## src/rtl/alsi_pkg.sv

```systemverilog
// Shared types and constants for the sorted array list block.
// No dependencies; used by alsi_cell and array_list_sorted_insert_remove_core.
`default_nettype none

package alsi_pkg;

  // Request operation codes.
  localparam logic [2:0] FN_INS_FRONT = 3'd0;
  localparam logic [2:0] FN_INS_ORD   = 3'd1;
  localparam logic [2:0] FN_INS_BACK  = 3'd2;
  localparam logic [2:0] FN_REM_FRONT = 3'd3;
  localparam logic [2:0] FN_REM_VALUE = 3'd4;
  localparam logic [2:0] FN_REM_BACK  = 3'd5;

  // What a cell does at the commit cycle.
  localparam logic [1:0] OP_NOP = 2'd0;
  localparam logic [1:0] OP_INS = 2'd1;
  localparam logic [1:0] OP_REM = 2'd2;

  // How a cell holding the search token decides whether the token moves on.
  localparam logic [1:0] MD_NONE = 2'd0;  // never moves on
  localparam logic [1:0] MD_ALL  = 2'd1;  // always moves on
  localparam logic [1:0] MD_LT   = 2'd2;  // moves on while entry < value (signed)
  localparam logic [1:0] MD_NE   = 2'd3;  // moves on while entry != value

  localparam int unsigned VALUE_W = 32;

  typedef logic signed [VALUE_W-1:0] value_t;

  // Control broadcast from the sequencer to every cell.
  typedef struct packed {
    logic       clear;  // put the token back on the first cell
    logic       step;   // token moves one cell up
    logic [1:0] mode;   // token move rule
    logic [1:0] op;     // update applied at commit
    value_t     value;  // request value
  } cell_ctl_t;

endpackage

`default_nettype wire

```

## src/rtl/alsi_cell.sv

```systemverilog
// One cell of the list chain: holds one entry plus the search token and passed flag.
// Depends on alsi_pkg.
`default_nettype none

module alsi_cell (
  input  wire                 clk,
  input  wire                 rst_n,
  input  alsi_pkg::cell_ctl_t ctl_i,
  input  wire                 tok_seed_i,
  input  wire                 tok_left_i,
  input  alsi_pkg::value_t    val_left_i,
  input  alsi_pkg::value_t    val_right_i,
  output logic                tok_o,
  output logic                hit_o,
  output alsi_pkg::value_t    val_o
);

  logic             token_r;
  logic             passed_r;
  alsi_pkg::value_t value_r;
  logic             cond;

  always_comb begin
    case (ctl_i.mode)
      alsi_pkg::MD_NONE: cond = 1'b0;
      alsi_pkg::MD_ALL:  cond = 1'b1;
      alsi_pkg::MD_LT:   cond = (value_r < ctl_i.value);
      alsi_pkg::MD_NE:   cond = (value_r != ctl_i.value);
      default:           cond = 1'b0;
    endcase
  end

  assign hit_o = token_r & cond;
  assign tok_o = token_r;
  assign val_o = value_r;

  always_ff @(posedge clk) begin
    if (!rst_n) begin
      token_r  <= 1'b0;
      passed_r <= 1'b0;
    end else if (ctl_i.clear) begin
      token_r  <= tok_seed_i;
      passed_r <= 1'b0;
    end else if (ctl_i.step) begin
      token_r  <= tok_left_i;
      passed_r <= passed_r | token_r;
    end
  end

  // Cells in front of the target position keep their entry; the rest shift.
  always_ff @(posedge clk) begin
    if (!passed_r) begin
      if (ctl_i.op == alsi_pkg::OP_INS) begin
        value_r <= token_r ? ctl_i.value : val_left_i;
      end else if (ctl_i.op == alsi_pkg::OP_REM) begin
        value_r <= val_right_i;
      end
    end
  end

endmodule

`default_nettype wire

```

## src/rtl/array_list_sorted_insert_remove_core.sv

```systemverilog
// Top level of the bounded sorted array list: sequencer, entry count and cell chain.
// Depends on alsi_pkg and alsi_cell.
//
//  Channel  | Ports                                       | Handshake
//  ---------+---------------------------------------------+-----------------------------
//  request  | in_func, in_item_value                      | taken when start & !busy
//  result   | out_ok, out_entry_count, out_is_full,       | out_valid high for one cycle
//           | out_is_empty                                |
//
// An item passes from acceptance through the scan state, where the search token walks
// the cell chain one cell per cycle and stops at position p (0 to CAPACITY), then the
// commit state. A request that fails at once (full, empty, bad code) skips the scan.
// busy stays high from acceptance until the result is shown, so one item is in work
// at a time. Reset (rst_n low, synchronous) empties the list; entry values are not
// cleared since only entries below the count are ever read. The receiver cannot
// stall: each result is on the out_ ports for exactly one cycle.
`default_nettype none

module array_list_sorted_insert_remove_core #(
  parameter int unsigned CAPACITY = 16
) (
  input  wire               clk,
  input  wire               rst_n,
  input  wire               start,
  output logic              busy,
  input  wire  [2:0]        in_func,
  input  wire signed [31:0] in_item_value,
  output logic              out_valid,
  output logic              out_ok,
  output logic [4:0]        out_entry_count,
  output logic              out_is_full,
  output logic              out_is_empty
);

  // Count holds 0 to CAPACITY inclusive.
  localparam int unsigned CW = $clog2(CAPACITY + 1);

  localparam logic [1:0] ST_IDLE   = 2'd0;
  localparam logic [1:0] ST_SCAN   = 2'd1;
  localparam logic [1:0] ST_COMMIT = 2'd2;

  logic [1:0]          state_r, state_nxt;
  logic [CW-1:0]       count_r, count_nxt;
  logic [CW-1:0]       ptr_r, ptr_nxt;
  logic [CW-1:0]       limit_r, limit_nxt;
  logic [1:0]          mode_r, mode_nxt;
  logic                is_ins_r, is_ins_nxt;
  logic                ok_r, ok_nxt;
  alsi_pkg::value_t    value_r;

  logic                out_valid_r, out_ok_r, out_full_r, out_empty_r;
  logic [CW-1:0]       out_count_r;

  alsi_pkg::cell_ctl_t ctl;
  logic [CAPACITY-1:0] tok;
  logic [CAPACITY-1:0] hit;
  alsi_pkg::value_t    val [CAPACITY];

  logic                full, empty, adv, req_ins, req_rem;

  assign full  = (count_r == CW'(CAPACITY));
  assign empty = (count_r == '0);

  // The token moves on while it is below the limit and its cell says so.
  assign adv = (ptr_r != limit_r) && (|hit);

  always_comb begin
    req_ins = 1'b0;
    req_rem = 1'b0;
    case (in_func)
      alsi_pkg::FN_INS_FRONT, alsi_pkg::FN_INS_ORD, alsi_pkg::FN_INS_BACK: req_ins = 1'b1;
      alsi_pkg::FN_REM_FRONT, alsi_pkg::FN_REM_VALUE, alsi_pkg::FN_REM_BACK: req_rem = 1'b1;
      default: ;
    endcase
  end

  // Sequencer: on acceptance it picks the token rule and limit; in the scan state the
  // token walks until it stops; in the commit state the cells shift and the count moves.
  always_comb begin
    state_nxt  = state_r;
    ptr_nxt    = ptr_r;
    limit_nxt  = limit_r;
    mode_nxt   = mode_r;
    is_ins_nxt = is_ins_r;
    ok_nxt     = ok_r;
    count_nxt  = count_r;

    ctl.clear = 1'b0;
    ctl.step  = 1'b0;
    ctl.mode  = mode_r;
    ctl.op    = alsi_pkg::OP_NOP;
    ctl.value = value_r;

    case (state_r)
      ST_IDLE: begin
        if (start) begin
          ctl.clear  = 1'b1;
          ptr_nxt    = '0;
          limit_nxt  = count_r;
          is_ins_nxt = req_ins;
          ok_nxt     = 1'b0;
          case (in_func)
            alsi_pkg::FN_INS_ORD:   mode_nxt = alsi_pkg::MD_LT;
            alsi_pkg::FN_INS_BACK:  mode_nxt = alsi_pkg::MD_ALL;
            alsi_pkg::FN_REM_VALUE: mode_nxt = alsi_pkg::MD_NE;
            alsi_pkg::FN_REM_BACK: begin
              mode_nxt  = alsi_pkg::MD_ALL;
              limit_nxt = count_r - CW'(1);
            end
            default:                mode_nxt = alsi_pkg::MD_NONE;
          endcase
          // Full, empty or an unknown code fail without a scan.
          if ((req_ins && !full) || (req_rem && !empty)) begin
            state_nxt = ST_SCAN;
          end else begin
            state_nxt = ST_COMMIT;
          end
        end
      end
      ST_SCAN: begin
        if (adv) begin
          ctl.step = 1'b1;
          ptr_nxt  = ptr_r + CW'(1);
        end else begin
          // An insert always finds its slot; a remove fails if the token ran off the end.
          ok_nxt    = is_ins_r || (ptr_r != count_r);
          state_nxt = ST_COMMIT;
        end
      end
      ST_COMMIT: begin
        if (ok_r) begin
          if (is_ins_r) begin
            ctl.op    = alsi_pkg::OP_INS;
            count_nxt = count_r + CW'(1);
          end else begin
            ctl.op    = alsi_pkg::OP_REM;
            count_nxt = count_r - CW'(1);
          end
        end
        state_nxt = ST_IDLE;
      end
      default: state_nxt = ST_IDLE;
    endcase
  end

  always_ff @(posedge clk) begin
    if (!rst_n) begin
      state_r     <= ST_IDLE;
      count_r     <= '0;
      ptr_r       <= '0;
      limit_r     <= '0;
      mode_r      <= alsi_pkg::MD_NONE;
      is_ins_r    <= 1'b0;
      ok_r        <= 1'b0;
      out_valid_r <= 1'b0;
    end else begin
      state_r     <= state_nxt;
      count_r     <= count_nxt;
      ptr_r       <= ptr_nxt;
      limit_r     <= limit_nxt;
      mode_r      <= mode_nxt;
      is_ins_r    <= is_ins_nxt;
      ok_r        <= ok_nxt;
      out_valid_r <= (state_r == ST_COMMIT);
    end
  end

  // Request value and result fields carry no reset.
  always_ff @(posedge clk) begin
    if (state_r == ST_IDLE && start) begin
      value_r <= in_item_value;
    end
    if (state_r == ST_COMMIT) begin
      out_ok_r    <= ok_r;
      out_count_r <= count_nxt;
      out_full_r  <= (count_nxt == CW'(CAPACITY));
      out_empty_r <= (count_nxt == '0);
    end
  end

  // The cell chain. Cell 0 takes the token on clear; each cell hands its token and its
  // entry to the next one up, and its entry to the one below.
  for (genvar k = 0; k < CAPACITY; k++) begin : g_cell
    logic             seed;
    logic             tok_left;
    alsi_pkg::value_t val_left;
    alsi_pkg::value_t val_right;

    if (k == 0) begin : g_first
      assign seed     = 1'b1;
      assign tok_left = 1'b0;
      assign val_left = '0;
    end else begin : g_mid
      assign seed     = 1'b0;
      assign tok_left = tok[k-1];
      assign val_left = val[k-1];
    end

    if (k == CAPACITY - 1) begin : g_last
      assign val_right = '0;
    end else begin : g_inner
      assign val_right = val[k+1];
    end

    alsi_cell u_cell (
      .clk         (clk),
      .rst_n       (rst_n),
      .ctl_i       (ctl),
      .tok_seed_i  (seed),
      .tok_left_i  (tok_left),
      .val_left_i  (val_left),
      .val_right_i (val_right),
      .tok_o       (tok[k]),
      .hit_o       (hit[k]),
      .val_o       (val[k])
    );
  end

  assign busy            = (state_r != ST_IDLE);
  assign out_valid       = out_valid_r;
  assign out_ok          = out_ok_r;
  assign out_entry_count = 5'(out_count_r);
  assign out_is_full     = out_full_r;
  assign out_is_empty    = out_empty_r;

endmodule

`default_nettype wire
```

## config.mk

```make
export PLATFORM = sky130hd
export DESIGN_NAME = array_list_sorted_insert_remove_core
export DESIGN_NICKNAME = d
export VERILOG_FILES = /design/src/rtl/alsi_pkg.sv /design/src/rtl/alsi_cell.sv /design/src/rtl/array_list_sorted_insert_remove_core.sv
export SDC_FILE = /design/constraint.sdc
export NUM_CORES = 2
export LEC_CHECK = 0
export ABC_AREA = 1
export BUFFER_PORTS_ARGS = -buffer_cell sky130_fd_sc_hd__clkbuf_2
export CORE_ASPECT_RATIO = 1.4
export CORE_UTILIZATION = 58
export CTS_CLUSTER_DIAMETER = 50
export DETAILED_ROUTE_END_ITERATION = 16
export PLACE_DENSITY = 0.83
export SYNTH_ARGS = -nofsm -noshare
export SYNTH_HDL_FRONTEND = slang
export SYNTH_SLANG_ARGS = --single-unit
```

## constraint.sdc

```tcl
create_clock -name clk -period 5.05 [get_ports clk]
set_clock_uncertainty 0.2 [all_clocks]
set_input_delay 0.2525 -clock clk [delete_from_list [all_inputs] [get_ports clk]]
set_output_delay 0.2525 -clock clk [all_outputs]
set_load 0.01 [all_outputs]
```

==> impl_metrics.env <==
export IMPL_h_tree_depth=3
export IMPL_fp_row_count=114
export IMPL_grt_pass1_wl_um=202000
export IMPL_worst_slack_ns=0.172
export IMPL_synth_fp_nets=5462
export IMPL_cts_reportedPaths_clkPinSlew_ns=0.06
export IMPL_hold_class="in2reg"
export IMPL_path_cells="inv_1 -> ha_1 -> nand2_1 -> o21bai_1 -> nand2_1 -> nand2_1 -> nand3_1 -> nand2_1 -> nand3_1 -> nand2_1 -> nand3_1 -> nand2_1 -> nand2_1 -> nand3_1 -> nor2_2 -> nand2_2 -> nand2_4 -> nand3_1 -> a21oi_1 -> dlygate4sd3_1"
export IMPL_clk_latency_ns=0.66
export IMPL_cap_violations=0
export IMPL_fmax_ghz=0.205
export IMPL_dp_cells=5743
export IMPL_grt_max_degree=219
export IMPL_power_density_nw_per_um2=260
export IMPL_final_cells=5916
export IMPL_rsz0062_at_grt="false"
export IMPL_drive_gt1_frac=0.0664
export IMPL_hold_end="value_r[12]$_DFFE_PP_"
export IMPL_setup_viol=0
export IMPL_dr_pass1_iters=13
export IMPL_area_growth_pct=10.1
export IMPL_r2r_cells=20
export IMPL_hold_violations=0
export IMPL_cp_common_cell="nand2_1"
export IMPL_synthArstFlopShare=0
export IMPL_post_dp_hpwl_um=90200
export IMPL_arrival_ns=5.28
export IMPL_routed_wl_um=130000
export IMPL_finalSetupTns_ns=0
export IMPL_start_util=0.589
export IMPL_critPathSlowestCell="edfxtp_1"
export IMPL_status="finished clean"
export IMPL_antenna_found_initial=1
export IMPL_core_area_um2=69500
export IMPL_drtIter0Drc=4667
export IMPL_post_place_ws_ns=0.460
export IMPL_cts_tree="done"
export IMPL_cp_max_fo=26
export IMPL_ys_ff_latch=606
export IMPL_gp_congestion=0.966
export IMPL_ios=48
export IMPL_max_stage_delay_ns=0.78
export IMPL_worst_slew_pin_transition_ns=1.25
export IMPL_cts_num_sinks=606
export IMPL_syn_inst=4907
export IMPL_via_count=38100
export IMPL_ys_dominant_reg_cell="edfxtp_1"
export IMPL_final_cell_mix="nand2_1 (1,035), o21ai_0 (1,028), nor2_1 (615), edfxtp_1 (552), ha_1 (516)"
export IMPL_layout_commonest_cell="nand2_1"
export IMPL_dieHeight_um=316
export IMPL_critPathTopFamily="simple AND/OR/NAND/NOR gates"
export IMPL_post_route_period_util=0.966
export IMPL_yosys_warnings=0
export IMPL_netlist_area_um2=40900
export IMPL_nets=5487
export IMPL_hold_ws_ns=0.118
export IMPL_leakage_nw=19.1
export IMPL_cts_buffer_depth=3
export IMPL_critPathLaunchType="register"
export IMPL_cts_root_buf="clkbuf_16"
export IMPL_relSlewSlack=0.166
export IMPL_syn_area_per_cell_um2=8.34
export IMPL_grt_pass1_vias=37800
export IMPL_place_port_buffers=47
export IMPL_synth_seq_area_share=0.432
export IMPL_die_area_um2=71600
export IMPL_worstSetupEndpointType="register"
export IMPL_vias_per_cell=6.45
export IMPL_wl_per_cell_um=22.0
export IMPL_maxSlewViolCount=0
export IMPL_reg2reg_slack_ns=0.17
export IMPL_synth_edf_count=552
export IMPL_numCtsBuffers=67
export IMPL_ys_types=46
export IMPL_critPathBufInv=2
export IMPL_rr_startpoint="value_r[3]$_DFFE_PP_"
export IMPL_ant_nets=0
export IMPL_rr_endpoint="state_r[1]$_SDFFE_PN0P_"
export IMPL_min_path_cells=2
export IMPL_hold_start="in_item_value[12]"
export IMPL_overflow=0
export IMPL_die_width_um=226
export IMPL_critical_path_class="reg2reg"
export IMPL_required_ns=5.45
export IMPL_p_total_w=0.0117
export IMPL_drc=0
export IMPL_min_period_ns=4.88
export IMPL_grtUsageTotal=0.363
export IMPL_ir_worst_vdd_mv=0.239
## logic make-up (layout without fill, tap and decap cells)
family	after synthesis	count (layout)	synth area share
DFF	606	606	0.432
muxes	1	1	0.000245
and+or+nand+nor	1859	1859	0.182
other	0	2	0
xor gates and xnor gates	9	9	0.00193
AOI/OAI and AO/OA	1410	1410	0.179
buffers and inverters	505	584	0.0475
adders and majority gates	517	517	0.158
## per-stage QoR
stage	area, µm²	utilization
floorplan	40900	-
global placement	42400	0.610
detailed placement	42400	0.610
CTS	45000	0.648
global route	45000	0.648
finish	45000	0.649
## worst max-delay path by stage
stage | slack, ns | cells after the start | end | startpoint
after global routing | 0.003 | 20 | state_r[1]$_SDFFE_PN0P_ | value_r[1]$_DFFE_PP_
after global placement | 0.50 | 20 | g_cell[5].u_cell.passed_r$_SDFFE_PP0P_ | value_r[8]$_DFFE_PP_
final | 0.17 | 20 | state_r[1]$_SDFFE_PN0P_ | value_r[3]$_DFFE_PP_
after floorplan | 1.11 | 9 | g_cell[0].u_cell.val_o[0]$_DFFE_PP_ | state_r[1]$_SDFFE_PN0P_
after CTS | 0.18 | 19 | state_r[1]$_SDFFE_PN0P_ | value_r[8]$_DFFE_PP_
after detailed placement | 0.46 | 20 | g_cell[2].u_cell.passed_r$_SDFFE_PP0P_ | value_r[8]$_DFFE_PP_
## cell usage after synthesis, types with 3 or more instances
master,instances,area [µm²]
nor4_2,6,75.1
a21oi_2,22,193
a22o_1,3,26.3
o21ai_0,1028,5140
edfxtp_1,552,16600
buf_2,10,50.1
dfxtp_1,54,1080
nor3b_1,3,22.5
o21a_1,24,180
nand3_1,79,395
nor3_1,27,135
clkinv_1,12,45.0
nand2_4,11,124
nand3b_1,5,37.5
inv_2,3,11.3
clkbuf_1,232,871
xnor2_1,4,35.0
a31oi_1,3,18.8
inv_1,243,912
nor2_1,632,2370
nand2_1,1035,3880
o21bai_1,11,82.6
a21o_1,12,90.1
nand4_1,44,275
nor2_2,7,43.8
xor2_1,5,43.8
o22ai_1,8,50.1
ha_1,517,6470
a21oi_1,290,1450
## area by class of cell
class / instances / area, µm²
fill: 5618 / 24400
multi-input combinational: 3796 / 21500
sequential: 606 / 17700
clock buffer: 89 / 1810
timing repair buffer: 202 / 1590
tap: 928 / 1160
inverter: 259 / 990
clock inverter: 34 / 382
antenna: 2 / 5.00
## state kept, by name, indices dropped and copies added, names as in the netlist, 2 cells and up
| signal | count |
|---|---|
| state_r | 2 |
| count_r | 5 |
| ptr_r | 5 |
| g_cell.u_cell.val_o | 512 |
| g_cell.u_cell.tok_o | 16 |
| mode_r | 2 |
| limit_r | 5 |
| value_r | 32 |
| out_entry_count | 5 |
| g_cell.u_cell.passed_r | 16 |
## report_power, final
part | total (W) | switching (W) | internal [W]
sequential | 0.00551 | 0.0000561 | 0.00545
clock | 0.00510 | 0.00220 | 0.00290
combinational | 0.00110 | 0.000729 | 0.000370
## repair_timing
| item | in CTS | in global routing |
|---|---|---|
| buffers inserted | 0 | 7 |
| gates resized for setup | 0 | 2 |
| hold buffers | 41 | 0 |
| setup endpoints to repair | 0 | 1 |
| hold endpoints to repair | 67 | 0 |
## routing by layer
metal	track usage	share of wire	vias up
met5	0	0	-
met1	0.411	0.35	17700
li1	-	-	17100
met2	0.613	0.48	2504
met4	0.279	0.082	0
met3	0.0607	0.093	736
(Power assumes the default switching activity.)
